**config.mk**
```make
export PLATFORM = sky130hd
export DESIGN_NAME = serial_packet_deframer
export DESIGN_NICKNAME = d
export VERILOG_FILES = /design/src/hw/rtl/spd_pkg.sv /design/src/hw/rtl/spd_hunt.sv /design/src/hw/rtl/serial_packet_deframer.sv
export SDC_FILE = /design/constraint.sdc
export NUM_CORES = 1
export LEC_CHECK = 0
export ABC_CLOCK_PERIOD_IN_PS = 8300
export BUFFER_PORTS_ARGS = -buffer_cell sky130_fd_sc_hd__buf_4
export CORE_MARGIN = 2
export CORE_UTILIZATION = 30
export DETAILED_ROUTE_END_ITERATION = 7
export PLACE_DENSITY = 0.43
export SLEW_MARGIN = 25
export SYNTH_ARGS = -nofsm -noshare
export SYNTH_HDL_FRONTEND = slang
export SYNTH_SLANG_ARGS = --single-unit
```
**constraint.sdc**
```tcl
create_clock -name clk -period 8.3 [get_ports clk]
set_input_delay 0.415 -clock clk [delete_from_list [all_inputs] [get_ports clk]]
set_output_delay 0.415 -clock clk [all_outputs]
set_load 0.05 [all_outputs]
```
**src/hw/rtl/spd_pkg.sv**
```systemverilog
// Shared types and constants for the serial packet deframer.
// No dependencies; imported by spd_hunt, serial_packet_deframer and tb.
`timescale 1ns / 1ps

package spd_pkg;

  localparam int WIN_LEN   = 6;
  localparam int FILL_W    = 3;
  localparam int IDLE_W    = 17;
  localparam int CFG_IDX_W = 2;
  localparam int LEN_W     = 16;
  localparam int LEFT_W    = 17;

  localparam logic [7:0] SYNC_BYTE = 8'h55;

  localparam logic [LEN_W-1:0]  MAX_FIELD_LEN_RST = 16'd255;
  localparam logic [LEN_W-1:0]  GAP_LIMIT_RST     = 16'd100;
  localparam logic [IDLE_W-1:0] IDLE_MAX          = '1;

  // configuration register indexes
  localparam logic [CFG_IDX_W-1:0] REG_MAX_FIELD_LEN = 2'd0;
  localparam logic [CFG_IDX_W-1:0] REG_GAP_LIMIT     = 2'd1;

  // input commands
  localparam logic CMD_BYTE = 1'b0;
  localparam logic CMD_TICK = 1'b1;

  // result kinds
  localparam logic [1:0] KIND_HEADER = 2'd0;
  localparam logic [1:0] KIND_BODY   = 2'd1;
  localparam logic [1:0] KIND_ABORT  = 2'd2;

  typedef logic [WIN_LEN-1:0][7:0] win_t;

  typedef struct packed {
    logic       command;
    logic [7:0] rx_byte;
  } in_item_t;

  typedef struct packed {
    logic [1:0]       kind;
    logic [LEN_W-1:0] data_len;
    logic [7:0]       option_len;
    logic [7:0]       packet_type;
    logic [7:0]       header_check;
    logic [7:0]       body_byte;
    logic             last;
  } out_item_t;

  // header hunt result handed to the top level
  typedef struct packed {
    logic             found;
    logic [LEN_W-1:0] data_len;
    logic [7:0]       option_len;
    logic [7:0]       packet_type;
    logic [7:0]       header_check;
  } hdr_t;

endpackage

```
**src/hw/rtl/spd_hunt.sv**
```systemverilog
// Header hunt: appends one byte to the sync window, checks lengths on a full
// window and realigns to the next sync byte on a rejected header. Uses spd_pkg.
`timescale 1ns / 1ps

module spd_hunt import spd_pkg::*; (
  input  win_t              win,
  input  logic [FILL_W-1:0] fill,
  input  logic [7:0]        rx_byte,
  input  logic [LEN_W-1:0]  max_len,
  output win_t              win_next,
  output logic [FILL_W-1:0] fill_next,
  output hdr_t              hdr
);

  win_t              w;
  logic [FILL_W-1:0] fi;
  logic [FILL_W-1:0] fa;
  logic [FILL_W-1:0] shift;
  logic [LEN_W-1:0]  dl;
  logic [7:0]        ol;

  always_comb begin
    w         = win;
    fi        = '0;
    fa        = '0;
    shift     = '0;
    dl        = '0;
    ol        = '0;
    win_next  = win;
    fill_next = fill;
    hdr       = '0;
    // with an empty window only a sync byte starts a hunt
    if (!(fill == '0 && rx_byte != SYNC_BYTE)) begin
      fi    = (fill >= FILL_W'(WIN_LEN)) ? '0 : fill;
      w[fi] = rx_byte;
      fa    = fi + FILL_W'(1);
      if (fa < FILL_W'(WIN_LEN)) begin
        win_next  = w;
        fill_next = fa;
      end else begin
        dl = {w[1], w[2]};
        ol = w[3];
        if (dl > max_len || {8'h00, ol} > max_len) begin
          // drop the sync byte, realign on the next sync in the window
          for (int i = WIN_LEN - 1; i >= 1; i--) begin
            if (w[i] == SYNC_BYTE) begin
              shift = FILL_W'(i);
            end
          end
          if (shift == '0) begin
            win_next  = w;
            fill_next = '0;
          end else begin
            win_next  = win_t'(w >> {shift, 3'b000});
            fill_next = FILL_W'(WIN_LEN) - shift;
          end
        end else begin
          win_next         = w;
          fill_next        = '0;
          hdr.found        = 1'b1;
          hdr.data_len     = dl;
          hdr.option_len   = ol;
          hdr.packet_type  = w[4];
          hdr.header_check = w[5];
        end
      end
    end
  end

endmodule

```
**src/hw/rtl/serial_packet_deframer.sv**
```systemverilog
// Serial packet deframer top level: input register, one pass of framing
// logic, result register. Uses spd_pkg and spd_hunt.
`timescale 1ns / 1ps

// Takes one item (a received byte or a time tick) per clock and turns the byte
// stream into header, body and abort results. An item is held in an input
// register and then processed through a single pass of the header window
// logic into the result register; the sustained rate is one item per cycle
// while the result register is free or its result is being taken.
// The input register refills in the same cycle it drains; the block stops taking
// items only while the input register is full and the result register holds a
// result nobody is taking. The configuration port is always ready and must be
// written only while idle.

module serial_packet_deframer import spd_pkg::*; (
  input  logic                 clk,
  input  logic                 rst,
  input  logic                 in_valid,
  output logic                 in_ready,
  input  in_item_t             in_data,
  output logic                 out_valid,
  input  logic                 out_ready,
  output out_item_t            out_data,
  input  logic                 cfg_valid,
  output logic                 cfg_ready,
  input  logic [CFG_IDX_W-1:0] cfg_index,
  input  logic [LEN_W-1:0]     cfg_data
);

  // configuration
  logic [LEN_W-1:0] max_field_len;
  logic [LEN_W-1:0] gap_limit_ticks;

  // input register
  logic     in_q_valid;
  in_item_t in_q;

  // framing state
  win_t              hunt_window, hunt_window_next;
  logic [FILL_W-1:0] window_fill, window_fill_next;
  logic              in_packet, in_packet_next;
  logic [LEFT_W-1:0] bytes_left, bytes_left_next;
  logic [IDLE_W-1:0] idle_ticks, idle_ticks_next;

  // hunt unit
  win_t              hunt_win_out;
  logic [FILL_W-1:0] hunt_fill_in, hunt_fill_out;
  hdr_t              hdr;

  logic              go;
  logic              emit;
  out_item_t         res;
  logic              stale;
  logic [IDLE_W-1:0] idle_inc;

  assign cfg_ready = 1'b1;
  assign go        = in_q_valid && (!out_valid || out_ready);
  assign in_ready  = !in_q_valid || go;

  assign stale        = idle_ticks > {1'b0, gap_limit_ticks};
  assign idle_inc     = (idle_ticks == IDLE_MAX) ? idle_ticks : idle_ticks + IDLE_W'(1);
  assign hunt_fill_in = stale ? '0 : window_fill;

  spd_hunt u_hunt (
    .win       (hunt_window),
    .fill      (hunt_fill_in),
    .rx_byte   (in_q.rx_byte),
    .max_len   (max_field_len),
    .win_next  (hunt_win_out),
    .fill_next (hunt_fill_out),
    .hdr       (hdr)
  );

  always_comb begin
    hunt_window_next = hunt_window;
    window_fill_next = window_fill;
    in_packet_next   = in_packet;
    bytes_left_next  = bytes_left;
    idle_ticks_next  = idle_ticks;
    emit             = 1'b0;
    res              = '0;
    if (in_q.command == CMD_TICK) begin
      idle_ticks_next = idle_inc;
      if (idle_inc > {1'b0, gap_limit_ticks}) begin
        window_fill_next = '0;
        if (in_packet) begin
          in_packet_next  = 1'b0;
          bytes_left_next = '0;
          emit            = 1'b1;
          res.kind        = KIND_ABORT;
        end
      end
    end else begin
      idle_ticks_next = '0;
      if (stale && in_packet) begin
        // abort the open packet; the byte then starts a fresh hunt
        in_packet_next   = 1'b0;
        bytes_left_next  = '0;
        hunt_window_next = hunt_win_out;
        window_fill_next = hunt_fill_out;
        emit             = 1'b1;
        res.kind         = KIND_ABORT;
      end else if (in_packet && !stale) begin
        emit          = 1'b1;
        res.kind      = KIND_BODY;
        res.body_byte = in_q.rx_byte;
        res.last      = bytes_left <= LEFT_W'(1);
        if (bytes_left != '0) begin
          bytes_left_next = bytes_left - LEFT_W'(1);
        end
        in_packet_next = bytes_left > LEFT_W'(1);
      end else begin
        hunt_window_next = hunt_win_out;
        window_fill_next = hunt_fill_out;
        if (hdr.found) begin
          emit             = 1'b1;
          res.kind         = KIND_HEADER;
          res.data_len     = hdr.data_len;
          res.option_len   = hdr.option_len;
          res.packet_type  = hdr.packet_type;
          res.header_check = hdr.header_check;
          in_packet_next   = 1'b1;
          bytes_left_next  = LEFT_W'(hdr.data_len) + LEFT_W'(hdr.option_len) + LEFT_W'(1);
        end
      end
    end
  end

  always_ff @(posedge clk) begin
    if (rst) begin
      max_field_len   <= MAX_FIELD_LEN_RST;
      gap_limit_ticks <= GAP_LIMIT_RST;
    end else if (cfg_valid && cfg_ready) begin
      case (cfg_index)
        REG_MAX_FIELD_LEN: max_field_len   <= cfg_data;
        REG_GAP_LIMIT:     gap_limit_ticks <= cfg_data;
        default: ;
      endcase
    end
  end

  always_ff @(posedge clk) begin
    if (rst) begin
      in_q_valid <= 1'b0;
    end else if (in_ready) begin
      in_q_valid <= in_valid;
    end
    if (in_ready && in_valid) begin
      in_q <= in_data;
    end
  end

  always_ff @(posedge clk) begin
    if (rst) begin
      window_fill <= '0;
      in_packet   <= 1'b0;
      bytes_left  <= '0;
      idle_ticks  <= IDLE_MAX;
    end else if (go) begin
      window_fill <= window_fill_next;
      in_packet   <= in_packet_next;
      bytes_left  <= bytes_left_next;
      idle_ticks  <= idle_ticks_next;
    end
    if (go) begin
      hunt_window <= hunt_window_next;
    end
  end

  always_ff @(posedge clk) begin
    if (rst) begin
      out_valid <= 1'b0;
    end else if (go) begin
      out_valid <= emit;
    end else if (out_ready) begin
      out_valid <= 1'b0;
    end
    if (go && emit) begin
      out_data <= res;
    end
  end

  // an open packet always has bytes due and an empty hunt window
  a_open_has_bytes: assert property (@(posedge clk) disable iff (rst)
    in_packet |-> bytes_left != '0)
    else $error("open packet with no bytes left");

  a_open_window_empty: assert property (@(posedge clk) disable iff (rst)
    in_packet |-> window_fill == '0)
    else $error("hunt window not empty inside a packet");

  a_fill_below_full: assert property (@(posedge clk) disable iff (rst)
    window_fill < FILL_W'(WIN_LEN))
    else $error("hunt window left full");

  a_header_opens: assert property (@(posedge clk) disable iff (rst)
    go && emit && res.kind == KIND_HEADER |=> in_packet)
    else $error("header transfer did not open a packet");

  a_last_closes: assert property (@(posedge clk) disable iff (rst)
    go && emit && res.kind == KIND_BODY && res.last |=> !in_packet)
    else $error("packet still open after last byte");

endmodule

```
After elaboration in Yosys (flattened, before gate mapping)
Cells that the tools add are included.
{"block": "op_classes", "mux": 57, "add_sub_neg": 6, "n_reduce_logical": 28, "shift": 1, "eq_ne": 13, "n_bitwise": 3, "n_lt_le_gt_ge": 10}
{"cell": "$mux W48", "n": 6}
{"cell": "$mux W17", "n": 9}
{"cell": "$mux W41", "n": 3}
{"cell": "$mux W3", "n": 18}
{"cell": "$bwmux W48", "n": 1}
{"cell": "$shr A48 B6 Y48", "n": 1}
{"cell": "$eq A8 B7 Y1 const B", "n": 5}
{"cell": "$add A17 B1 Y17 const B", "n": 2}
{"cell": "$gt A17 B16 Y1", "n": 2}
{"cell": "$demux W8 S3", "n": 1}
{"cell": "$add A16 B8 Y17", "n": 1}
{"cell": "$eq A17 B17 Y1 const B", "n": 1}
{"cell": "$gt A17 B1 Y1 const B", "n": 1}
{"cell": "$le A17 B1 Y1 const B", "n": 1}
{"cell": "$reduce_bool A17 Y1", "n": 1}
{"cell": "$sub A17 B1 Y17 const B", "n": 1}
{"cell": "$gt A16 B16 Y1", "n": 1}
{"cell": "$gt A8 B16 Y1", "n": 1}
{"cell": "$mux W1", "n": 14}
{"cell": "$reduce_and A3 Y1", "n": 3}
{"cell": "$mux W2", "n": 4}
{"cell": "$mux W8", "n": 1}
{"cell": "$ne A8 B7 Y1 const B", "n": 1}
{"cell": "$logic_and A1 B1 Y1", "n": 7}
{"cell": "23 further kinds", "n": 32}
{"block": "word_totals", "register_bits": 180, "inputBits": 32}

Logic depth before layout (Yosys ltp)
Gate-level depths: netlist of run 1.
{"block": "depth", "depth_word": 26, "mapped_depth": 35, "mapped_depth_nobuf": 32}

Hierarchy
From an unflattened synthesis of run 1, not the netlist that was laid out.
{"block": "unflattened", "cells_unflattened": 1331, "area_unflattened_um2": 12027.8}
{"module": "serial_packet_deframer", "cells_each": 815, "seq_area_each_um2": 4684.5, "n_inst": 1, "area_each_um2": 8740.9}
{"module": "spd_hunt", "cells_each": 516, "seq_area_each_um2": 0.0, "n_inst": 1, "area_each_um2": 3286.9}

Worst setup path after synthesis of run 1
Ideal clock, no wire load.
{"block": "synth_timing", "path_kind": "register to register", "from": "register idle_ticks[2]", "to": "register out_data[0] in the netlist's numbering, enable pin", "setup_ps": 462, "path_stages_with_launch": 21, "setup_slack_ps": 852, "required_time_ps": 7838, "arrival_time_ps": 6986, "cell_sequence": "dfxtp_1 -> ha_1 -> a211o_1 -> a221o_1 -> a221o_1 -> o21a_1 -> buf_6 -> nor3b_1 -> ha_1 -> buf_2 -> nand2b_1 -> a21boi_0 -> inv_1 -> ha_1 -> a211o_1 -> a2111oi_0 -> o22ai_1 -> a31oi_1 -> nand3b_1 -> o21a_1 -> nor2_1"}
{"block": "synth_via", "elab_chain_len": 19, "word_cells_on_any_way": 33, "classes_between": "add/sub (2); order compare (8); eq/ne (1); mux (14); reduce/logical (8)"}
{"element": "start, declared", "line_no": "serial_packet_deframer.sv:43", "text": "logic [IDLE_W-1:0] idle_ticks, idle_ticks_next;"}
{"element": "start signal, assigned", "line_no": "serial_packet_deframer.sv:163", "text": "idle_ticks <= idle_ticks_next;"}
{"element": "$gt A17 B16 Y1", "line_no": "serial_packet_deframer.sv:60", "text": "assign stale = idle_ticks > {1'b0, gap_limit_ticks};"}
{"element": "$mux W3", "line_no": "serial_packet_deframer.sv:62", "text": "assign hunt_fill_in = stale ? '0 : window_fill;"}
{"element": "$ge A3 B3 Y1", "line_no": "spd_hunt.sv:34", "text": "fi = (fill >= FILL_W'(WIN_LEN)) ? '0 : fill;"}
{"element": "$mux W3", "line_no": "spd_hunt.sv:34"}
{"element": "$lt A3 B4 Y1 (implied by the code) / $ge A3 B1 Y1 (equally long branches)", "line_no": "spd_hunt.sv:35", "text": "w[fi] = rx_byte;"}
{"element": "$logic_and A1 B1 Y1 (implied by the code)", "line_no": "spd_hunt.sv:35"}
{"element": "$mux W8 (implied by the code)", "line_no": "spd_hunt.sv:35"}
{"element": "$demux W8 S3"}
{"element": "[... 3 more ...]"}
{"element": "$mux W41", "line_no": "spd_hunt.sv:43", "text": "if (dl > max_len || {8'h00, ol} > max_len) begin"}
{"element": "$mux W41", "line_no": "spd_hunt.sv:37", "text": "if (fa < FILL_W'(WIN_LEN)) begin"}
{"element": "$mux W41", "line_no": "spd_hunt.sv:33", "text": "if (!(fill == '0 && rx_byte != SYNC_BYTE)) begin"}
{"element": "$mux W1", "line_no": "serial_packet_deframer.sv:115", "text": "if (hdr.found) begin"}
{"element": "$mux W1", "line_no": "serial_packet_deframer.sv:103", "text": "end else if (in_packet && !stale) begin"}
{"element": "$mux W1", "line_no": "serial_packet_deframer.sv:95", "text": "if (stale && in_packet) begin"}
{"element": "$mux W1 *", "line_no": "serial_packet_deframer.sv:82", "text": "if (in_q.command == CMD_TICK) begin"}
{"element": "$logic_and A1 B1 Y1 *", "line_no": "serial_packet_deframer.sv:178", "text": "if (go && emit) begin"}
{"element": "end signal, assigned", "line_no": "serial_packet_deframer.sv:179", "text": "out_data <= res;"}
{"element": "end, declared", "line_no": "serial_packet_deframer.sv:23", "text": "output out_item_t out_data,"}
Mark *: on every way between the ends. The rest lies on a longest branch, timed or not.
A chain may end at the register's enable or synchronous reset.

Worst setup path after layout of run 1
{"block": "layout_timing", "from": "register idle_ticks[2]", "to": "register bytes_left[15]"}
{"block": "layout_via", "elab_chain_len": 20, "word_cells_on_any_way": 37, "classes_between": "add/sub (4); order compare (8); eq/ne (3); mux (13); reduce/logical (9)"}
{"element": "$gt A17 B16 Y1", "line_no": "serial_packet_deframer.sv:60"}
{"element": "$mux W3", "line_no": "serial_packet_deframer.sv:62"}
{"element": "$ge A3 B3 Y1", "line_no": "spd_hunt.sv:34"}
{"element": "$mux W3", "line_no": "spd_hunt.sv:34"}
{"element": "$lt A3 B4 Y1 (implied by the code) / $ge A3 B1 Y1 (equally long branches)", "line_no": "spd_hunt.sv:35"}
{"element": "$logic_and A1 B1 Y1 (implied by the code)", "line_no": "spd_hunt.sv:35"}
{"element": "$mux W8 (implied by the code)", "line_no": "spd_hunt.sv:35"}
{"element": "$demux W8 S3"}
{"element": "[... 4 more ...]"}
{"element": "$mux W41", "line_no": "spd_hunt.sv:37"}
{"element": "$mux W41", "line_no": "spd_hunt.sv:33"}
{"element": "$add A16 B8 Y17", "line_no": "serial_packet_deframer.sv:123", "text": "bytes_left_next = LEFT_W'(hdr.data_len) + LEFT_W'(hdr.option_len) + LEFT_W'(1);"}
{"element": "$add A17 B1 Y17", "line_no": "serial_packet_deframer.sv:123"}
{"element": "$mux W17", "line_no": "serial_packet_deframer.sv:115"}
{"element": "$mux W17", "line_no": "serial_packet_deframer.sv:103"}
{"element": "$mux W17", "line_no": "serial_packet_deframer.sv:95"}
{"element": "$mux W17", "line_no": "serial_packet_deframer.sv:82"}
{"element": "end signal, assigned", "line_no": "serial_packet_deframer.sv:162", "text": "bytes_left <= bytes_left_next;"}
{"element": "end, declared", "line_no": "serial_packet_deframer.sv:42", "text": "logic [LEFT_W-1:0] bytes_left, bytes_left_next;"}
Parallel ways exist; a longest one is shown, timed or not. The select of a mux whose other input is x is not followed.

==> results of run 1 <==
## registers in the layout (all words and copies together), names as in the netlist
signal,cells
in_q_valid,1
out_data,51
gap_limit_ticks,16
in_packet,1
in_q,9
out_valid,1
hunt_window,40
idle_ticks,17
bytes_left,17
window_fill,3
max_field_len,16
## worst max-delay path by stage
| stage | startpoint | endpoint | slack [ns] |
|---|---|---|---|
| 2_1_floorplan | idle_ticks[2] | out_data[0] | 0.85 |
| 3_3_place_gp | idle_ticks[2] | bytes_left[15] | 0.06 |
| 3_5_place_dp | idle_ticks[2] | bytes_left[15] | -0.14 |
| 4_1_cts | idle_ticks[2] | bytes_left[15] | 0.19 |
| 5_1_grt | idle_ticks[2] | bytes_left[15] | 0.02 |
| 6_report | idle_ticks[2] | bytes_left[15] | 0.57 |
## cell type report
cell class                 count  share of cell area
clock inverter                15              0.0147
clock buffer                  17              0.0340
multi-input combinational    855               0.456
inverter                      78              0.0234
timing repair buffer         118              0.0707
tap                          461              0.0461
sequential                   172               0.355
## power by group through the flow
stage / clock network, mW / registers [mW] / logic (mW)
5_1_grt: 0.884 / 0.942 / 0.231
3_5_place_dp: 0 / 0.958 / 0.204
2_1_floorplan: 0 / 0.940 / 0.148
4_1_cts: 0.858 / 0.939 / 0.206
3_3_place_gp: 0 / 0.959 / 0.205
6_report: 0.833 / 0.940 / 0.205
## per-layer routing
| metal | part of all wire | wire length (µm) |
|---|---|---|
| met5 | 0 | 0 |
| met4 | 0.021 | 776 |
| met1 | 0.47 | 17700 |
| met3 | 0.042 | 1580 |
| met2 | 0.46 | 17300 |
## layout by cell type, fill, tap and decap left out, drive strengths merged, types with 19 or more instances in the layout
cell	count
a21oi	69
buf	118
dfxtp	72
edfxtp	100
ha	70
inv	85
mux2i	53
nand2	122
nand3	27
nand4	19
nor2	126
o211ai	27
o21ai	54
o22ai	20
## per-stage QoR
stage	worst slack, ns	setup TNS (ns)	hold WS, ns	utilization
floorplan	0.852	0	0.436	-
global placement	0.0586	0	0.447	0.336
detailed placement	-0.140	-0.254	0.450	0.336
CTS	0.193	0	0.105	0.353
global route	0.0150	0	0.0984	0.355
finish	0.568	0	0.132	0.355
## cell families after synthesis
logic type,after synthesis,synth area share
flops,172,0.417
mux,61,0.0582
other cells,1,0.000352
compound gates,283,0.179
xor+xnor,32,0.0263
simple gates,407,0.184
buf+inv,139,0.0516
fa+ha+maj,71,0.0840
## repair_timing
action,in CTS,in global routing
gates resized for setup,2,3
endpoints found under the setup margin,5,10
buffers inserted,0,3
==> results.ini, run 1 <==
[clock_tree]
insertion_delay_ns = 0.45
clkTransAtPathRegs_ns = 0.08
postCtsHoldBufs = 0
numCtsBuffers = 17
cts_sinks = 172
cts.path.max_buffers = 2
htreeDepth = 4
ctsRootBufferMaster = clkbuf_16
cts_tree = done

[floorplan]
rows = 69
start_util = 0.302
die_area_mm2 = 0.0371
ios = 86
fp.dieW_um = 193
die_y_um = 193
core_mm2 = 0.0353

[synth]
syn_nets = 1269
postSynthAreaPerCell_um2 = 9.14
synth_edf_count = 100
synth_cell_type_count = 78
ys_top_cells_by_count = 126 x nor2_1, 122 x nand2_1, 100 x edfxtp_1
synthArstFlopShare = 0
synth_top_area_frac = 0.282
synth_area_leaders = edfxtp_1 28%, dfxtp_1 14%, ha_1 8.2%
synth_warnings = 0
synth-seq-cells = 172
synthFlopType = edfxtp_1
synthCells = 1166
yosysMostFrequentCell = nor2_1
yosysSeqAreaShare = 0.417
yosysTopAreaCell = edfxtp_1
netlist_area_mm2 = 0.0107

[timing]
fmax_mhz = 129
period_share = 0.932
worst_pin_slew_ns = 1.01
finClkSkew_ns = 0.0161
period_minus_slack_ns = 7.73
drv_slew = 0
rsz0062_at_grt = no
hold_viol_final = 0
max_slew_margin = 0.323
setup_viol = 0

[worst_setup_path]
crit_slowest_cell = or4b_1
worstPathRequired_ns = 8.63
cp.arrival_ns = 8.06
r2r_cells = 28
cp_top_family = compound AO/OA/AOI/OAI gates
path_max_fanout = 10
crit_type = reg -> reg
timing.rr.end = bytes_left[15]
cp_common_cell = ha_1
path_buf_inv = 3
critPathLaunchType = flop
r2r-start = idle_ticks[2]
r2r_slack_ns = 0.57
critPathCaptureType = flop
path_depth = 28
slowest_delay_ns = 0.53

[global_route]
grt_overflow = 0
use_met2 = 0.330
grt_pass1_wl_um = 56300
grt_max_degree = 52
grt_pass1_vias = 9025
use_met1 = 0.286
grt.busiest_layer = met2
track_usage = 0.205
grtUsageMet3 = 0.0315
antenna_found_initial = 0

[drt]
vias_per_cell = 5.38
drtPass1Iterations = 5
wl_um = 37300
wl_per_cell_um = 21.8
drc_errors = 0
vias = 9227
dr.first_iter.drc_count = 646
ant_nets = 0

[finish]
syn_to_final_growth_pct = 17.5
multiInputGateArea_mm2 = 0.00572
seq_area_mm2 = 0.00444
finalNonFillerCells = 1716
n_antenna_cell = 0
layout.nets = 1345
final.fill_count = 3652
stdcell_area_mm2 = 0.0125
drive_gt1_frac = 0.151

[power_and_ir_drop]
switchingPower_mw = 0.571
pwr-share-comb = 0.104
leakage_nw = 4.98
power.internal_mw = 1.41
swShare = 0.289
finalPower_mw = 1.98
pwr-share-seq = 0.475
clock_power_share = 0.421
peakVddDrop_uv = 140
powerDensity_mw_per_mm2 = 158

[place]
dp_cells = 1681
gp_congestion = 0.869
dpl.hpwl_um = 27400
placed_area_mm2 = 0.0119
io_buffers = 84

[hold_path]
hold_depth = 1
hold_path_end = in_q[5]
min-delay-start = in_data[5]
min_path_type = in -> reg

[run]
maxCapViolCount = 0

[outcome]
run_status = finished clean

Power figures use the tool's default switching activity.
==> run 2, diff against run 1 <==
--- a/config.mk
+++ b/config.mk
@@ -5,7 +5,7 @@
 export SDC_FILE = /design/constraint.sdc
 export NUM_CORES = 1
 export LEC_CHECK = 0
-export ABC_CLOCK_PERIOD_IN_PS = 8300
+export ABC_CLOCK_PERIOD_IN_PS = 8400
 export BUFFER_PORTS_ARGS = -buffer_cell sky130_fd_sc_hd__buf_4
 export CORE_MARGIN = 2
 export CORE_UTILIZATION = 30
==> constraint.sdc (replaced) <==
create_clock -name clk -period 8.4 [get_ports clk]
set_input_delay 0.42 -clock clk [delete_from_list [all_inputs] [get_ports clk]]
set_output_delay 0.42 -clock clk [all_outputs]
set_load 0.05 [all_outputs]
==> results.ini, run 2 (synthesized netlist as in run 1, its figures left out) <==
[floorplan]
fp.dieW_um = 193  ; unchanged
die_area_mm2 = 0.0371  ; unchanged
die_y_um = 193  ; unchanged
start_util = 0.302  ; unchanged
rows = 69  ; unchanged
ios = 86  ; unchanged
core_mm2 = 0.0353  ; unchanged

[global_route]
grt_pass1_wl_um = 55400  ; -1.6%
antenna_found_initial = 1  ; +1
track_usage = 0.202  ; -0.00353
grt_pass1_vias = 8800  ; -2.5%
grt_max_degree = 52  ; unchanged
grt_overflow = 0  ; unchanged

[timing]
hold_slack_ns = 0.140  ; +0.00769 ns
max_slew_margin = 0.372  ; +0.0491
worst_pin_slew_ns = 0.937  ; -0.0731 ns
fmax_mhz = 129  ; -0.64%
period_minus_slack_ns = 7.78  ; +0.0501 ns
hold_viol_final = 0  ; unchanged
finClkSkew_ns = 0.0150  ; -0.00103 ns
rsz0062_at_grt = no
setup_viol = 0  ; unchanged
drv_slew = 0  ; unchanged
period_share = 0.926  ; -0.00513
finalSetupTns_ns = 0  ; unchanged

[hold_path]
min_path_type = in -> reg
min-delay-start = in_data[6]
hold_depth = 1  ; unchanged

[clock_tree]
cts_tree = done
cts_setup_buffers = 0  ; unchanged
cts_resized = 0  ; -2
postCtsHoldBufs = 0  ; unchanged
cts_sinks = 172  ; unchanged
insertion_delay_ns = 0.45  ; about the same
ctsRootBufferMaster = clkbuf_16
clkTransAtPathRegs_ns = 0.08  ; about the same
numCtsBuffers = 17  ; unchanged
htreeDepth = 4  ; unchanged
cts.path.max_buffers = 2  ; unchanged

[finish]
largest_register = out_data
stdcell_area_mm2 = 0.0124  ; -0.66%
largest_register_ff_count = 51  ; unchanged
layout.nets = 1342  ; -0.22%
final.fill_count = 3597  ; -1.5%
syn_to_final_growth_pct = 16.7
drive_gt1_frac = 0.147  ; -0.00363
layout_common_cells = 125 x nor2_1, 122 x nand2_1, 114 x buf_4, 100 x edfxtp_1, 77 x inv_1
mostFrequentLayoutCell = nor2_1
reg.largest.list = out_data: 51 flops, hunt_window: 40 flops
fin_util = 0.352  ; -0.00234

[drt]
wl_um = 36400  ; -2.6%
dr.first_iter.drc_count = 624  ; -3.4%
drc_errors = 0  ; unchanged
vias_per_cell = 5.29  ; -1.6%
vias = 9067  ; -1.7%
ant_nets = 0  ; unchanged
wl_per_cell_um = 21.2  ; -2.5%
drtPass1Iterations = 5  ; unchanged

[run]
maxCapViolCount = 0  ; unchanged

[power_and_ir_drop]
powerDensity_mw_per_mm2 = 153  ; -3.0%
peakVddDrop_uv = 140  ; -0.20%
leakage_nw = 4.95  ; -0.64%

[worst_setup_path]
r2r-start = idle_ticks[3]
critPathCaptureType = flop
crit_type = reg -> reg
r2r_cells = 28  ; unchanged
crit_slowest_cell = a2111oi_0
critPathLaunchType = flop
cp_common_cell = a21oi_1
worstPathRequired_ns = 8.72  ; +0.09 ns
cp.arrival_ns = 8.10  ; +0.04 ns
path_max_fanout = 11  ; +1
slowest_delay_ns = 0.48  ; -0.05 ns
cp-startpoint = idle_ticks[3]

[place]
placed_area_mm2 = 0.0119  ; +0.11%
gp_congestion = 0.842  ; -3.1%
dpl.hpwl_um = 26700  ; -2.6%
io_buffers = 84  ; unchanged

[outcome]
run_status = finished clean

## run 2: cell types whose count changed in the layout (fill, tap and decap cells not counted), sizes merged
cell / previous run / this run
buf: 118 / 115
clkbuf: 17 / 19
clkinv: 8 / 6
diode: 0 / 1
## run 2: final timing paths
kind / end / slack [ns]
min: in_q[6] / 0.14
max reg2reg: bytes_left[14] / 0.62
min reg2reg: gap_limit_ticks[7] / 0.46
max: bytes_left[14] / 0.62
## run 2: report_power, final
group	internal [mW]	leakage, nW	switching, mW
logic	0.0840	3.17	0.115
clock network	0.403	0.281	0.371
registers	0.899	1.49	0.0324
total	1.39	4.95	0.519
## run 2: per-stage QoR
step | std cells | total power, mW | setup slack [ns]
after CTS | 1713 | 1.93 | 0.425
after floorplan | 1166 | 1.07 | 0.952
after detailed placement | 1681 | 1.15 | 0.448
final | 1714 | 1.91 | 0.618
after global placement | 1681 | 1.15 | 0.572
after global routing | 1713 | 1.99 | 0.0337
## run 2: final cells by class
cell class              instances  area (µm²)  share of cell area
diodes                          1        2.50            0.000201
clock buffers                  19         454              0.0365
clock inverters                13         103             0.00825
inverters                      78         293              0.0235
multi-input cells             855        5690               0.458
flip-flops and latches        172        4440               0.357
well taps                     461         577              0.0464
repair buffers                115         876              0.0704
## run 2: critical path, delay by kind of cell, from the launching register on
kind                     cells  cell delay [ns]
adder cells (fa/ha/maj)      5             1.64
buffers and inverters        1             0.15
multiplexers                 1             0.44
XOR/XNOR                     1             0.22
flip-flops                   1             0.44
AO/OA/AOI/OAI               15             3.36
AND/OR/NAND/NOR              5             1.38
## run 2: metal layers
| metal | routed length [µm] | share of wire | vias up | GRT usage |
|---|---|---|---|---|
| met5 | 0 | 0 | - | 0 |
| met4 | 750 | 0.021 | 0 | 0.0593 |
| met3 | 1620 | 0.045 | 39 | 0.0353 |
| met2 | 16500 | 0.45 | 214 | 0.310 |
| met1 | 17500 | 0.48 | 4381 | 0.288 |
| li1 | - | - | 4433 | - |
